===== config.mk =====
export PLATFORM = sky130hd
export DESIGN_NAME = cartridge_bank_mapper_irq_flat
export DESIGN_NICKNAME = d
export VERILOG_FILES = /design/src/cbm_pkg.sv /design/src/cbm_channels.sv /design/src/cbm_bank_lookup.sv /design/src/cartridge_bank_mapper_irq.sv /design/src/flat_wrapper.sv
export SDC_FILE = /design/constraint.sdc
export NUM_CORES = 1
export LEC_CHECK = 0
export ABC_AREA = 1
export CAP_MARGIN = 5
export CORE_UTILIZATION = 41
export DETAILED_ROUTE_END_ITERATION = 8
export DONT_BUFFER_PORTS = 1
export HOLD_SLACK_MARGIN = 0.02
export PLACE_DENSITY = 0.55
export SKIP_LAST_GASP = 1
export SLEW_MARGIN = 10
export SYNTH_ARGS = -nofsm -noshare
export SYNTH_HDL_FRONTEND = slang
export SYNTH_SLANG_ARGS = --single-unit

===== constraint.sdc =====
create_clock -name clk -period 4.6 [get_ports clk]
set_input_delay 0.92 -clock clk [delete_from_list [all_inputs] [get_ports clk]]
set_output_delay 0.92 -clock clk [all_outputs]
set_load 0.05 [all_outputs]

===== src/cbm_pkg.sv =====
// Shared types, codes and constants of the cartridge bank mapper.
package cbm_pkg;

	// Item kinds.
	localparam logic [1:0] KIND_CPU_WRITE = 2'd0;
	localparam logic [1:0] KIND_CPU_TICK  = 2'd1;
	localparam logic [1:0] KIND_PPU_CYCLE = 2'd2;

	// Write regions by CPU address bits 15:13.
	localparam logic [2:0] REGION_BANK   = 3'd4;
	localparam logic [2:0] REGION_MIRROR = 3'd5;
	localparam logic [2:0] REGION_IRQ    = 3'd6;

	// Bank data targets selected by command bits 3:0.
	localparam logic [3:0] SEL_CHR0 = 4'd0;
	localparam logic [3:0] SEL_CHR2 = 4'd1;
	localparam logic [3:0] SEL_CHR4 = 4'd2;
	localparam logic [3:0] SEL_CHR5 = 4'd3;
	localparam logic [3:0] SEL_CHR6 = 4'd4;
	localparam logic [3:0] SEL_CHR7 = 4'd5;
	localparam logic [3:0] SEL_PRG0 = 4'd6;
	localparam logic [3:0] SEL_PRG1 = 4'd7;
	localparam logic [3:0] SEL_CHR1 = 4'd8;
	localparam logic [3:0] SEL_CHR3 = 4'd9;
	localparam logic [3:0] SEL_PRG2 = 4'd15;

	// Command bits.
	localparam int CMD_CHR_INVERT = 7;
	localparam int CMD_PRG_SWAP   = 6;
	localparam int CMD_CHR_1K     = 5;

	// IRQ clock sources.
	localparam logic [3:0] A12_FILTER_CYCLES = 4'd8;
	localparam logic [2:0] CPU_PRESCALE      = 3'd4;

	localparam logic [7:0] PRG_LAST_BANK = 8'hFF;

	typedef struct packed {
		logic [1:0]  kind;
		logic [15:0] cpu_addr;
		logic [7:0]  write_data;
		logic [13:0] ppu_addr;
	} cbm_item_t;

	typedef struct packed {
		logic [7:0] prg_bank;
		logic [7:0] chr_bank;
		logic       mirror_horizontal;
		logic       irq;
	} cbm_result_t;

	// Bank registers as seen by the address lookup.
	typedef struct packed {
		logic [7:0]      command;
		logic [2:0][7:0] prg_regs;
		logic [7:0][7:0] chr_regs;
	} cbm_banks_t;

endpackage


===== src/cbm_channels.sv =====
// Valid/ready channel interfaces for mapper items and results.
interface cbm_item_if import cbm_pkg::*; ();
	logic      valid;
	logic      ready;
	cbm_item_t data;

	modport source (output valid, output data, input ready);
	modport sink (input valid, input data, output ready);
endinterface

interface cbm_result_if import cbm_pkg::*; ();
	logic        valid;
	logic        ready;
	cbm_result_t data;

	modport source (output valid, output data, input ready);
	modport sink (input valid, input data, output ready);
endinterface


===== src/cbm_bank_lookup.sv =====
// PRG and CHR bank lookup from the bank registers and the bus addresses.
module cbm_bank_lookup import cbm_pkg::*; (
	input  cbm_banks_t  banks,
	input  logic [15:0] cpu_addr,
	input  logic [13:0] ppu_addr,
	output logic [7:0]  prg_bank,
	output logic [7:0]  chr_bank
);

	logic [1:0] prg_slot;
	logic [2:0] chr_slot;
	logic [2:0] chr_idx;
	logic [1:0] pair_idx;

	// PRG: the top slot is fixed to the last bank; swap mode rotates the others.
	always_comb begin
		prg_slot = cpu_addr[14:13];
		if (!cpu_addr[15]) begin
			prg_bank = 8'd0;
		end else if (prg_slot == 2'd3) begin
			prg_bank = PRG_LAST_BANK;
		end else if (banks.command[CMD_PRG_SWAP]) begin
			case (prg_slot)
				2'd0:    prg_bank = banks.prg_regs[2];
				2'd1:    prg_bank = banks.prg_regs[0];
				default: prg_bank = banks.prg_regs[1];
			endcase
		end else begin
			prg_bank = banks.prg_regs[prg_slot];
		end
	end

	// CHR: inversion swaps the halves; in 2K mode the low half uses bank pairs.
	always_comb begin
		chr_slot = ppu_addr[12:10];
		chr_idx  = chr_slot ^ {banks.command[CMD_CHR_INVERT], 2'b00};
		pair_idx = {chr_idx[1], 1'b0};
		if (ppu_addr[13]) begin
			chr_bank = 8'd0;
		end else if (banks.command[CMD_CHR_1K] || chr_idx[2]) begin
			chr_bank = banks.chr_regs[chr_idx];
		end else begin
			chr_bank = {banks.chr_regs[{1'b0, pair_idx}][7:1], chr_slot[0]};
		end
	end

endmodule


===== src/cartridge_bank_mapper_irq.sv =====
// Cartridge bank mapper with scanline IRQ counter: top level.
// Takes one bus event (CPU write, CPU tick or PPU bus cycle) per transaction and
// returns one result per transaction: the PRG and CHR banks for the item's
// addresses, the mirroring and the IRQ line, all after the event has taken
// effect. One item is accepted per cycle while the output register is empty or
// its result is taken; the result is in the output register in the cycle after
// acceptance. State update and bank lookup form a single registered pass, and
// the output register takes a new result in the same cycle that the previous one
// is taken; a result-side stall holds the input only while the register is full.
module cartridge_bank_mapper_irq import cbm_pkg::*; (
	input  logic clk,
	input  logic arst_n,
	cbm_item_if.sink     item,
	cbm_result_if.source result
);

	logic [7:0]      cmd_q;
	logic [2:0][7:0] prg_q;
	logic [7:0][7:0] chr_q;
	logic            mirror_q;
	logic            irq_en_q;
	logic [7:0]      cnt_q;
	logic [7:0]      latch_q;
	logic            cycle_mode_q;
	logic            reload_q;
	logic [3:0]      filt_q;
	logic            pend_q;
	logic [2:0]      presc_q;
	logic            irq_q;

	logic [7:0]      cmd_d;
	logic [2:0][7:0] prg_d;
	logic [7:0][7:0] chr_d;
	logic            mirror_d;
	logic            irq_en_d;
	logic [7:0]      cnt_d;
	logic [7:0]      latch_d;
	logic            cycle_mode_d;
	logic            reload_d;
	logic [3:0]      filt_d;
	logic            pend_d;
	logic [2:0]      presc_d;
	logic            irq_d;

	logic        out_valid_q;
	cbm_result_t out_q;
	logic        accept;
	cbm_item_t   it;
	cbm_banks_t  banks_d;
	logic [7:0]  prg_bank;
	logic [7:0]  chr_bank;
	logic [2:0]  presc_dec;
	logic [3:0]  filt_dec;

	assign it     = item.data;
	assign accept = item.valid && item.ready;

	// The output register frees up when its result is taken.
	assign item.ready   = !out_valid_q || result.ready;
	assign result.valid = out_valid_q;
	assign result.data  = out_q;

	// Next state for the accepted event.
	always_comb begin
		cmd_d        = cmd_q;
		prg_d        = prg_q;
		chr_d        = chr_q;
		mirror_d     = mirror_q;
		irq_en_d     = irq_en_q;
		cnt_d        = cnt_q;
		latch_d      = latch_q;
		cycle_mode_d = cycle_mode_q;
		reload_d     = reload_q;
		filt_d       = filt_q;
		pend_d       = pend_q;
		presc_d      = presc_q;
		irq_d        = irq_q;
		presc_dec    = presc_q - 3'd1;
		filt_dec     = (filt_q != 4'd0) ? filt_q - 4'd1 : 4'd0;
		case (it.kind)
			KIND_CPU_WRITE: begin
				if (it.cpu_addr[15]) begin
					case (it.cpu_addr[15:13])
						REGION_BANK: begin
							if (!it.cpu_addr[0]) begin
								cmd_d = it.write_data;
							end else begin
								case (cmd_q[3:0])
									SEL_CHR0: chr_d[0] = it.write_data;
									SEL_CHR2: chr_d[2] = it.write_data;
									SEL_CHR4: chr_d[4] = it.write_data;
									SEL_CHR5: chr_d[5] = it.write_data;
									SEL_CHR6: chr_d[6] = it.write_data;
									SEL_CHR7: chr_d[7] = it.write_data;
									SEL_PRG0: prg_d[0] = it.write_data;
									SEL_PRG1: prg_d[1] = it.write_data;
									SEL_CHR1: chr_d[1] = it.write_data;
									SEL_CHR3: chr_d[3] = it.write_data;
									SEL_PRG2: prg_d[2] = it.write_data;
									default: ;
								endcase
							end
						end
						REGION_MIRROR: begin
							if (!it.cpu_addr[0]) begin
								mirror_d = it.write_data[0];
							end
						end
						REGION_IRQ: begin
							if (it.cpu_addr[0]) begin
								cycle_mode_d = it.write_data[0];
								reload_d     = 1'b1;
							end else begin
								latch_d = it.write_data;
							end
						end
						default: begin
							irq_en_d = it.cpu_addr[0];
							if (!it.cpu_addr[0]) begin
								irq_d = 1'b0;
							end
						end
					endcase
				end
			end
			KIND_CPU_TICK: begin
				// A pending counter clock takes effect on this tick.
				if (pend_q) begin
					if (cnt_q == 8'd0 || reload_q) begin
						cnt_d = latch_q;
					end else begin
						cnt_d = cnt_q - 8'd1;
					end
					if ((cnt_q != 8'd0 || reload_q) && cnt_d == 8'd0 && irq_en_q) begin
						irq_d = 1'b1;
					end
					reload_d = 1'b0;
					pend_d   = 1'b0;
				end
				// In cycle mode the prescaler raises a counter clock.
				if (cycle_mode_q) begin
					if (presc_dec == 3'd0) begin
						presc_d = CPU_PRESCALE;
						pend_d  = 1'b1;
					end else begin
						presc_d = presc_dec;
					end
				end
			end
			KIND_PPU_CYCLE: begin
				// A12 rises count only after the filter has run down.
				if (!cycle_mode_q) begin
					filt_d = filt_dec;
					if (filt_dec == 4'd0 && it.ppu_addr[12]) begin
						pend_d = 1'b1;
					end
					if (it.ppu_addr[12]) begin
						filt_d = A12_FILTER_CYCLES;
					end
				end
			end
			default: ;
		endcase
	end

	assign banks_d.command  = cmd_d;
	assign banks_d.prg_regs = prg_d;
	assign banks_d.chr_regs = chr_d;

	cbm_bank_lookup u_lookup (
		.banks    (banks_d),
		.cpu_addr (it.cpu_addr),
		.ppu_addr (it.ppu_addr),
		.prg_bank (prg_bank),
		.chr_bank (chr_bank)
	);

	// Mapper state.
	always_ff @(posedge clk or negedge arst_n) begin
		if (!arst_n) begin
			cmd_q        <= 8'd0;
			prg_q        <= {3{PRG_LAST_BANK}};
			for (int i = 0; i < 8; i++) begin
				chr_q[i] <= 8'(i);
			end
			mirror_q     <= 1'b0;
			irq_en_q     <= 1'b0;
			cnt_q        <= 8'd0;
			latch_q      <= 8'd0;
			cycle_mode_q <= 1'b0;
			reload_q     <= 1'b0;
			filt_q       <= 4'd0;
			pend_q       <= 1'b0;
			presc_q      <= CPU_PRESCALE;
			irq_q        <= 1'b0;
		end else if (accept) begin
			cmd_q        <= cmd_d;
			prg_q        <= prg_d;
			chr_q        <= chr_d;
			mirror_q     <= mirror_d;
			irq_en_q     <= irq_en_d;
			cnt_q        <= cnt_d;
			latch_q      <= latch_d;
			cycle_mode_q <= cycle_mode_d;
			reload_q     <= reload_d;
			filt_q       <= filt_d;
			pend_q       <= pend_d;
			presc_q      <= presc_d;
			irq_q        <= irq_d;
		end
	end

	// Output register valid flag.
	always_ff @(posedge clk or negedge arst_n) begin
		if (!arst_n) begin
			out_valid_q <= 1'b0;
		end else if (accept) begin
			out_valid_q <= 1'b1;
		end else if (result.ready) begin
			out_valid_q <= 1'b0;
		end
	end

	// Output register payload.
	always_ff @(posedge clk) begin
		if (accept) begin
			out_q.prg_bank          <= prg_bank;
			out_q.chr_bank          <= chr_bank;
			out_q.mirror_horizontal <= mirror_d;
			out_q.irq               <= irq_d;
		end
	end

endmodule


===== src/flat_wrapper.sv =====
// flat-port wrapper written by rule: the top's interface ports become plain ports
module cartridge_bank_mapper_irq_flat import cbm_pkg::*;
  (clk, arst_n, item_valid, item_data, item_ready, result_valid, result_data, result_ready);
  cbm_item_if item_i ();
  cbm_result_if result_i ();
  input  logic clk;
  input  logic arst_n;
  input wire logic [$bits(item_i.valid)-1:0] item_valid;
  input wire logic [$bits(item_i.data)-1:0] item_data;
  output wire logic [$bits(item_i.ready)-1:0] item_ready;
  output wire logic [$bits(result_i.valid)-1:0] result_valid;
  output wire logic [$bits(result_i.data)-1:0] result_data;
  input wire logic [$bits(result_i.ready)-1:0] result_ready;
  assign item_i.valid = item_valid;
  assign item_i.data = item_data;
  assign item_ready = item_i.ready;
  assign result_valid = result_i.valid;
  assign result_data = result_i.data;
  assign result_i.ready = result_ready;
  cartridge_bank_mapper_irq u_core (.clk(clk), .arst_n(arst_n), .item(item_i), .result(result_i));
endmodule

### Word level (Yosys, flattened, before mapping)

Cells that the tools add are included.

* bitwise operators: 4
* add/subtract/negate cells: 3
* equality and inequality tests: 23
* $lt $le $gt $ge: 3
* reductions and logical operators: 31
* muxes and demuxes: 61

Operators by type and width (number)
* 64-bit 2-to-1 mux: 4
* 8-bit 2-to-1 mux: 25
* 24-bit 2-to-1 mux: 4
* 8-bit binary-select mux with 3-bit select: 1
* 1-bit 2-to-1 mux: 19
* 8-bit binary-select mux with 2-bit select: 1
* 4-bit by 3-bit == test with 1-bit output (second input constant): 4
* 8-bit zero test: 2
* 8-bit one-hot mux with 2 select lines: 1
* 5-bit AND reduction: 3
* 4-bit == test (second input constant): 3
* 3-bit == test (second input constant): 3
* 3-bit AND reduction: 3
* 4-bit by 2-bit == test with 1-bit output (second input constant): 2
* 4-bit zero test: 2
* 4-bit 2-to-1 mux: 2
* 4-bit AND reduction: 2
* 8-bit nonzero test: 1
* 8-bit by 1-bit subtractor with 8-bit output (second input constant): 1
* 2-bit by 1-bit inequality test with 1-bit output (second input constant): 3
* 2-bit inequality test (second input constant): 3
* 1-bit one-hot mux with 2 select lines: 3
* 6-bit AND reduction: 1
* 2-bit nonzero test: 3
* 18 further kinds: 29

* output and inout port bits: 20
* bits of input ports: 44
* register bits after elaboration: 144
* word-level logic and storage cells: 153

### Logic depth before layout (Yosys ltp)

* depth in word-level cells: 11
* gate-level depth with buffers: 14

### Hierarchy

A second synthesis with hierarchy kept.

* cell total of the unflattened synthesis: 1185
* area total of the unflattened synthesis: 8250.4 um^2

Modules (own cells, without submodules)
* cartridge_bank_mapper_irq: instances 1, cells an instance 894, area an instance 7009.2 um^2
* cbm_bank_lookup: instances 1, cells an instance 291, area an instance 1241.2 um^2

### Worst setup path after synthesis

OpenSTA, ideal clock, no wires.

* path kind: in2reg
* start point: in result_ready
* end point: reg u_core.out_q (netlist bit u_core.result.data[0]), enable pin
* buffers on the path: 2
* setup time: 0.387 ns
* arrival time: 2.686 ns
* setup slack: 1.527 ns
* data required time: 4.213 ns
* stages on the path: 6
* path through: inv_1 nand2_1 nand2_1 inv_1 clkbuf_1 clkbuf_1

* cells in the longest elaborated chain, start to end: 2

RTL lines
* start: declaration: RTL line flat_wrapper.sv:13 `input wire logic [$bits(result_i.ready)-1:0] result_ready;`
* 1-bit logical OR: RTL line cartridge_bank_mapper_irq.sv:59 `assign item.ready = !out_valid_q || result.ready;`
* net item_ready: RTL line flat_wrapper.sv:10 `output wire logic [$bits(item_i.ready)-1:0] item_ready;`
* 1-bit logical AND: RTL line cartridge_bank_mapper_irq.sv:56 `assign accept = item.valid && item.ready;`
* net u_core.accept: RTL line cartridge_bank_mapper_irq.sv:47 `logic accept;`
* end: declaration: RTL line cartridge_bank_mapper_irq.sv:46 `cbm_result_t out_q;`

The timed path passes the listed nets, and every way through them passes these cells.
A chain may end at the register's enable or synchronous reset.

### Final worst setup path

* start point: in item_data[38]
* end point: reg u_core.out_q (netlist bit u_core.result.data[8]) (data pin)

* cells in the longest elaborated chain, start to end: 6
* elaborated cells on any way between the ends: 10

RTL lines
* start: declaration: RTL line flat_wrapper.sv:9 `input wire logic [$bits(item_i.data)-1:0] item_data;`
* 2-bit zero test *: RTL line cartridge_bank_mapper_irq.sv:80 `case (it.kind)`
* 8-bit 2-to-1 mux: RTL line cartridge_bank_mapper_irq.sv:80
* 3-bit bitwise XOR: RTL line cbm_bank_lookup.sv:36 `chr_idx = chr_slot ^ {banks.command[CMD_CHR_INVERT], 2'b00};`
* 8-bit binary-select mux with 3-bit select: RTL line cbm_bank_lookup.sv:41 `chr_bank = banks.chr_regs[chr_idx];`
* 8-bit 2-to-1 mux (implied by the code): RTL line cbm_bank_lookup.sv:41
* 8-bit 2-to-1 mux *: RTL line cbm_bank_lookup.sv:40 `end else if (banks.command[CMD_CHR_1K] || chr_idx[2]) begin`

Mark *: on every way between the ends. The rest lies on a longest branch, timed or not. The select of a mux whose other input is x is not followed.

==> qor.yml <==
outcome:
  outcome: "finished clean"
drt:
  drt.antenna.violating_nets: 0
  viasPerCell: 5.28
  vias: 7343
  post_drt_wl_per_cell_um: 15.8
  drt_first_pass_iters: 5
  remaining_drc_errors: 0
  wl_um: 22000
  drt-initial-drc-count: 570
global_route:
  grt_pass1_wl_um: 36600
  grt_util_all_layers_pct: 22.1
  grt_pass1_vias: 6925
  grt_start_max_net_pins: 126
  overflow: 0
  antenna_found_initial: 0
cts:
  cts_made_buffers: 17
  ctsResizeCount: 0
  clock-sinks: 143
  cts_setup_buffers: 0
  path_clk_slew_ns: 0.06
  ctsHoldBuffers: 0
  root_buffer: "clkbuf_16"
  cts_htree_levels: 4
  clk_path_buf_depth: 2
  cts_tree: "done"
  clk_latency_ns: 0.43
yosys:
  synth.avg_cell_area_um2: 7.27
  synth-edff-count: 18
  synth.top_cell.area_share_pct: 26.2
  ys_ff_latch: 143
  synth_cells: 1155
  yosysUniqueCellTypes: 36
  yosys_warnings: 0
  syn-cell-area_um2: 8400
  async_reset_ff_share_pct: 87.4
  synth.largest_area_cell: "dfrtp_1"
  ys_top_cells_by_area: "dfrtp_1 (26%), nand2_1 (14%), dfstp_2 (12%)"
  synth_fp_nets: 1206
  synthFlopType: "dfrtp_1"
  ys_seq_area_share_pct: 44.2
floorplan:
  die_x_um: 145
  coreArea_um2: 19800
  start_util_pct: 42.4
  rows: 51
  die_h_um: 145
  die_area_um2: 21100
  io_pins: 64
critical_path:
  startpoint_type: "primary input"
  cp.required_ns: 4.78
  critPathMaxFanout: 16
  end_kind: "flop"
  reg2reg_depth: 4
  crit_end: "u_core.result.data[8]"
  path_class: "primary input to flop"
  rrSetupSlack_ns: 1.87
  cp.arrival_ns: 2.97
  timing.rr.end: "u_core.result.data[11]"
  crit_start: "item_data[38]"
  r2r_start: "u_core.result.valid"
timing:
  setup_viol: 0
  maxSlewViolCount: 0
  max_freq_mhz: 358
  worst_slew_pin_slew_ns: 1.14
  skew_ns: 0.0108
  fin_ws_ns: 1.81
  setup_tns_ns: 0
  fin_crit_sh_pct: 60.7
  relSlewSlack_pct: 24.1
  post-route-min-period_ns: 2.79
  rsz0062_at_grt: "false"
  hold_viol: 0
  whs_ns: 0.186
placed_design:
  hpwl_um: 13700
  numPortBuffers: 0
  placed_cells: 1358
  routabilityCongestion: 0.820
  post-place-ws_ns: 1.38
  place_area_um2: 8510
pwr:
  swShare_pct: 34.1
  ir_drop_mv: 0.228
  p_int_mw: 2.88
  power_density_nw_per_um2: 480
  power_frac_clock_pct: 32.2
  sequentialPowerShare_pct: 42.5
  p_leak_nw: 4.20
  switching_power_mw: 1.49
  combPwrFrac_pct: 25.2
final_layout:
  nets: 1163
  drive_gt1_share_pct: 8.18
  fill_cells: 2045
  multi_input_area_um2: 3880
  diodes: 0
  stdcell_area_um2: 9100
  fin_cells: 1390
  register_area_um2: 3710
  syn_to_final_growth_pct: 8.45
worst_hold_path:
  hold_path_class: "primary input to asynchronous set/reset pin"
job:
  max_cap_violations: 0
==> registers in the layout, indices dropped and copies added, names as in the netlist, 3 cells and up <==
name and flops:
u_core.result.data 18, u_core.chr_q 64, u_core.cnt_q 8, u_core.presc_q 3, u_core.prg_q 24, u_core.latch_q 8, u_core.cmd_q 7, u_core.filt_q 4
==> critical path, stage by stage <==
cell	delay, ns
inv_1	0.06
ha_1	0.23
nand2_1	0.10
nor2_2	0.19
nand2_1	0.15
inv_2	0.13
nand2_1	0.07
o21ai_2	0.09
xor2_2	0.73
nand2_1	0.14
nand2_1	0.12
nor2_1	0.04
==> worst min-delay path by stage <==
stage | start | to | slack, ns | depth (start not counted)
after floorplan | u_core.cmd_q[6] | u_core.cmd_q[6] | 0.45 | 2
after global routing | arst_n | u_core.cnt_q[4] | 0.17 | 0
after CTS | arst_n | u_core.chr_q[35] | 0.17 | 0
after global placement | u_core.presc_q[2] | u_core.presc_q[2] | 0.46 | 2
final | arst_n | u_core.cnt_q[3] | 0.19 | 0
after detailed placement | u_core.irq_q | u_core.irq_q | 0.47 | 2
==> metrics by stage <==
stage	utilization, %	power (mW)
after global placement	43.0	2.96
after detailed placement	43.0	2.98
final	46.0	4.37
after global routing	46.0	4.69
after floorplan	-	2.76
after CTS	46.0	4.41
==> layout make-up <==
type / instances / share of cell area (%)
clock buffers: 21 / 5.41
clock inverters: 11 / 1.10
inverters: 141 / 5.81
multi-input cells: 801 / 42.6
flip-flops and latches: 143 / 40.8
well taps: 265 / 3.64
repair buffers: 8 / 0.660
==> layer usage <==
layer | global-route usage (%) | part of all wire, % | vias to the layer above
li1 | - | - | 3733
met1 | 29.1 | 47 | 3468
met2 | 36.5 | 47 | 113
met3 | 4.56 | 4.0 | 29
met4 | 6.37 | 1.5 | 0
met5 | 0 | 0 | -
==> power by group through the flow <==
stage / registers (mW) / clock network (mW) / logic (mW)
3_5_place_dp: 1.88 / 0 / 1.11
2_1_floorplan: 1.84 / 0 / 0.922
5_1_grt: 1.89 / 1.49 / 1.31
4_1_cts: 1.86 / 1.44 / 1.11
3_3_place_gp: 1.87 / 0 / 1.09
6_report: 1.86 / 1.41 / 1.10
==> synthesized netlist by cell type, drive strengths merged (2+ instances only) <==
| cell type | count |
|---|---|
| o21a | 2 |
| a41oi | 2 |
| inv | 140 |
| buf | 16 |
| clkbuf | 54 |
| or2 | 2 |
| a21oi | 14 |
| nor2 | 43 |
| dfstp | 37 |
| nand2 | 325 |
| edfxtp | 18 |
| dfrtp | 88 |
| nor3 | 4 |
| nand3 | 133 |
| ha | 7 |
| xor2 | 4 |
| a31oi | 2 |
| o21ai | 191 |
| o211ai | 66 |
| nand3b | 2 |
==> logic make-up (layout without fill, tap and decap cells) <==
logic type | count (synthesis) | after routing | synth area share, %
flops | 143 | 143 | 44.2
xor+xnor | 4 | 4 | 0.507
simple gates | 510 | 510 | 25.5
buf+inv | 211 | 181 | 9.67
compound gates | 279 | 279 | 18.9
mux | 1 | 1 | 0.119
fa+ha+maj | 7 | 7 | 1.04
==> cell usage in the layout (no fill, tap or decap), types with 2 or more instances in the layout <==
| cell | instances |
|---|---|
| nand2_1 | 322 |
| xor2_1 | 3 |
| nand2_4 | 2 |
| nor2_4 | 4 |
| o211ai_1 | 66 |
| buf_4 | 8 |
| ha_1 | 7 |
| edfxtp_1 | 18 |
| inv_6 | 2 |
| dfstp_2 | 37 |
| o21ai_1 | 7 |
| o21a_1 | 2 |
| clkinv_2 | 3 |
| nand3b_1 | 2 |
| a21oi_1 | 14 |
| o21ai_0 | 183 |
| clkbuf_16 | 19 |
| a31oi_1 | 2 |
| nor2_1 | 38 |
| nor3_1 | 4 |
| nand3_1 | 133 |
| dfrtp_1 | 88 |
| inv_2 | 5 |
| a41oi_1 | 2 |
| inv_4 | 2 |
| inv_1 | 135 |
| clkinv_4 | 2 |
No activity file was read; power rests on OpenSTA's default activity.
